<file path="config.mk">
export PLATFORM = sky130hd
export DESIGN_NAME = lsc_alu
export DESIGN_NICKNAME = d
export VERILOG_FILES = /design/src/sv/lsc_pkg.sv /design/src/sv/lsc_alu.sv
export SDC_FILE = /design/constraint.sdc
export NUM_CORES = 1
export LEC_CHECK = 0
export BUFFER_PORTS_ARGS = -buffer_cell sky130_fd_sc_hd__buf_2
export CAP_MARGIN = 20
export CELL_PAD_IN_SITES_DETAIL_PLACEMENT = 0
export CELL_PAD_IN_SITES_GLOBAL_PLACEMENT = 2
export CORE_MARGIN = 2
export CORE_UTILIZATION = 29
export DETAILED_ROUTE_END_ITERATION = 10
export PLACE_DENSITY = 0.95
export SLEW_MARGIN = 20
export SYNTH_ARGS = -nofsm -noshare
export SYNTH_HDL_FRONTEND = slang
export SYNTH_SLANG_ARGS = --single-unit
</file>
<file path="constraint.sdc">
create_clock -name vclk -period 7.2
set_input_delay 0.72 -clock vclk [all_inputs]
set_output_delay 0.72 -clock vclk [all_outputs]
set_load 0.02 [all_outputs]
</file>
<file path="src/sv/lsc_pkg.sv">
// Shared types, constants and op codes of the I/O latency statistics collector.
// No dependencies; every other file imports this package.
package lsc_pkg;

    localparam int LAT_W             = 64;
    localparam int CNT_W             = 32;
    localparam int SIZE_W            = 32;
    localparam int DEF_NUM_BUCKETS   = 12;
    localparam int DEF_MIN_SIZE_LOG2 = 11;

    localparam logic [CNT_W-1:0] CNT_MAX = '1;

    localparam logic [1:0] OP_RECORD = 2'd0;
    localparam logic [1:0] OP_QUERY  = 2'd1;
    localparam logic [1:0] OP_CLEAR  = 2'd2;

    localparam logic [1:0] M_TOTAL   = 2'd0;
    localparam logic [1:0] M_BACKEND = 2'd1;
    localparam logic [1:0] M_NET     = 2'd2;
    localparam logic [1:0] M_QOS     = 2'd3;

    typedef struct packed {
        logic [LAT_W-1:0] min_lat;
        logic [LAT_W-1:0] max_lat;
        logic [LAT_W-1:0] sum_lat;
    } t_stat;

endpackage

</file>
<file path="src/sv/lsc_alu.sv">
// Shared 64-bit add/subtract unit with carry out; a clear carry on subtract
// flags a < b. Depends on lsc_pkg.
module lsc_alu (
    input  logic [lsc_pkg::LAT_W-1:0] i_a,
    input  logic [lsc_pkg::LAT_W-1:0] i_b,
    input  logic                      i_sub,
    output logic [lsc_pkg::LAT_W-1:0] o_res,
    output logic                      o_carry
);
    import lsc_pkg::*;

    logic [LAT_W-1:0] w_b;

    assign w_b = i_sub ? ~i_b : i_b;
    assign {o_carry, o_res} = {1'b0, i_a} + {1'b0, w_b} + (LAT_W + 1)'(i_sub);

endmodule

</file>
After elaboration in Yosys (flattened, before gate mapping)
Index checks and enable logic that the tools add are counted.

storage, ports and cells
  bits in registers = 0
  bits of input ports = 129
  word-level logic and storage cells = 4

operators by class
  $add $sub $neg = 2
  bitwise operators = 1
  mux-type cells = 1

operator list
  cell                     count
  adder 64 x 64 -> 65 bit  1
  adder 65 x 1 -> 65 bit   1
  two-way mux 64 bit       1
  inverter 64 bit          1

Logic depth before layout (Yosys ltp)
  depth after elaboration = 4
  mapped depth = 14
  mapped depth without buffers = 12

Least setup slack after synthesis
Ideal clock, no wire load.

  kind = input to output
  start = in i_sub
  end = out o_res[63] (netlist name)
  buffers on the path = 2
  setup slack = 2.645 ns
  cell stages on the path = 13
  arrival time = 3.835 ns
  required time = 6.480 ns
  cell sequence = buf_2 buf_1 xor2_1 ha_1 nand4_2 or4_4 or2_4 o211ai_2 a221oi_2 a211oi_2 nor3_2 o31ai_2 xor2_1

between the ends
  word-level cells in the longest chain between the ends = 3

RTL lines
  element                   RTL line       text
  start: declaration        lsc_alu.sv:6   input logic i_sub,
  two-way mux 64 bit        lsc_alu.sv:14  assign w_b = i_sub ? ~i_b : i_b;
  adder 64 x 64 -> 65 bit   lsc_alu.sv:15  assign {o_carry, o_res} = {1'b0, i_a} + {1'b0, w_b} + (LAT_W + 1)'(i_sub);
  adder 65 x 1 -> 65 bit *  lsc_alu.sv:15
  end: declaration          lsc_alu.sv:7   output logic [lsc_pkg::LAT_W-1:0] o_res,

Every way passes the cells marked *; elsewhere a longest branch is shown, timed or not.

Worst setup path in the final report
  start = in i_sub
  end = out o_res[26] (netlist name)

Same word-level chain as after synthesis.

==> metrics.cfg <==
[run_status]
outcome = complete, no violations

[sta]
tightestPinTransition_ns = 0.989
min_period_over_period = 0.743
tns_ns = 0
max_freq_mhz = 187
min_period_ns = 5.35
hold_viol = 0
rsz0062_at_grt = false
setup_ws_ns = 1.85
final-setup-viol-count = 0
whs_ns = 1.75
slew_headroom = 0.341
drv_slew = 0

[global_route]
grtUsageTotal = 0.169
grt.overflow.total = 0
antenna_found_initial = 2
grt_max_degree = 65
grt_pass1_vias = 4912
grt_pass1_wl_um = 23600

[power]
pwr-share-comb = 1.000
powerDensity_nw_per_um2 = 164
pwr-share-seq = 0
p_sw_frac = 0.626
power.internal_mw = 0.347
p_switching_mw = 0.581
ir_worst_vdd_uv = 91.9
report.power.total_mw = 0.928
leakagePower_nw = 2.78
clkPwrFrac = 0

[worst_setup_path]
max_stage_delay_ns = 0.75
cp_max_fo = 64
cp-start-kind = input port
crit_path_cell_trace = buf_4, mux2i_1, fa_1, nor2b_1, o21bai_2, a2111oi_4, o31ai_1, a31oi_1, a21boi_0, o21ai_0, a21oi_1, xnor2_1, buf_2
path_class = input port to output port
cp_data_arrival_time_ns = 4.63
critPathSlowestCell = buf_4
cp.required_ns = 6.48
end_kind = output port

[drt]
drc = 0
avgViaCountPerCell = 5.09
drt_iter0_markers = 237
drt_first_pass_iters = 5
ant_nets = 0
wl_per_cell_um = 14.8
via_count = 5183
routed_wl_um = 15100

[die]
ios = 194
dieArea_um2 = 16700
die_w_um = 129
core_um2 = 15300
start_util = 0.298
die-height_um = 129
fp-row-count = 45

[layout]
stdcell_count = 1019
seq_area_um2 = 0
seq_cell_count = 0
nNetsFinal = 1007
drive_above_1_share = 0.273
design_area_um2 = 5650
nClkBuffers = 0
n_fill_cell = 1720
area_delta_synth_final_pct = 24.1
final_util = 0.370

[yosys]
syn_nets = 835
syn_area_um2 = 4550
synthTopCellsByArea = ha_1, xor2_1, a21oi_1
yosysTopAreaCell = ha_1
synth_area_per_cell_um2 = 7.16
seq_area_frac_synth = 0
syn-instance-count = 636
post_synth_num_cell_types = 71
synth_top_cell_area_share = 0.190
yosysWarnings = 0

[placed_design]
hpwl_um = 13000
globalplace.congestion = 0.900
placed_cell_area_um2 = 5650
port_buffers = 194
post-place-ws_ns = 1.87
dpl.cell_count = 1017

[hold_path]
hp-class = input port to output port

[cts]
cts_setup_buffers = 0
cts_hold_buf = 0
ctsResizeCount = 0

[run]
cap_violations = 0

==> synth_stat cells (all sizes together) (7+ instances only) <==
cell,n
ha,69
nand3,10
a31oi,8
nand4,15
and2,7
clkbuf,10
nor3,7
xnor2,37
a21oi,82
xor2,86
inv,20
nor2,38
o21ai,38
a21o,35
buf,12
o21bai,12
nand2,61
==> critical path, delay by kind of cell <==
kind                       cells  cell delay (ns)
adders and majority gates      1             0.49
buffers and inverters          2             0.95
xor gates and xnor gates       1             0.19
muxes                          1             0.29
and+or+nand+nor                1             0.21
AOI/OAI and AO/OA              7             1.76
==> metal layers <==
layer | global-route usage | wire [um] | vias up
li1 | - | - | 2671
met1 | 0.252 | 7470 | 2347
met2 | 0.276 | 6650 | 157
met3 | 0.0128 | 795 | 8
met4 | 0.0179 | 153 | 0
met5 | 0 | 0 | -
==> cell families (layout without fill, tap and decap cells) <==
family	count (synthesis)	in the layout	share of synthesized area
buffers and inverters	44	214	0.0484
adders and majority gates	70	70	0.194
and+or+nand+nor	169	169	0.182
AOI/OAI and AO/OA	228	228	0.335
xor gates and xnor gates	123	123	0.237
other	0	2	0
muxes	2	2	0.00440
==> worst paths after layout <==
check             cells after the start         to    from  slack [ns]
hold / removal                        3   o_res[0]  i_b[0]        1.75
setup / recovery                     13  o_res[26]   i_sub        1.85
==> cell usage in the layout, fill, tap and decap left out, types with 6 or more instances in the layout <==
cell	Yosys	final
a21o_1	32	32
a21oi_1	82	82
a31oi_1	7	7
and2_1	7	7
buf_2	2	193
ha_1	69	69
inv_1	20	20
nand2_1	61	61
nand3_1	10	10
nand4_1	14	14
nor2_1	37	37
nor3_1	6	6
o21ai_0	34	34
o21bai_1	11	11
xnor2_1	37	37
xor2_1	86	86
==> cell type report <==
| class | instances | area, um^2 | area share |
|---|---|---|---|
| diodes | 2 | 5.00 | 0.000886 |
| inverters | 20 | 75.1 | 0.0133 |
| multi-input cells | 592 | 4330 | 0.767 |
| well taps | 211 | 264 | 0.0467 |
| repair buffers | 194 | 973 | 0.172 |
==> power groups by stage <==
stage,logic (mW),clock network (mW),registers (mW)
after floorplan,0.660,0,0
after global routing,1.02,0,0
after CTS,0.932,0,0
after detailed placement,0.927,0,0
final,0.928,0.0000000372,0
after global placement,0.932,0,0
No activity file was read; power rests on OpenSTA's default activity.
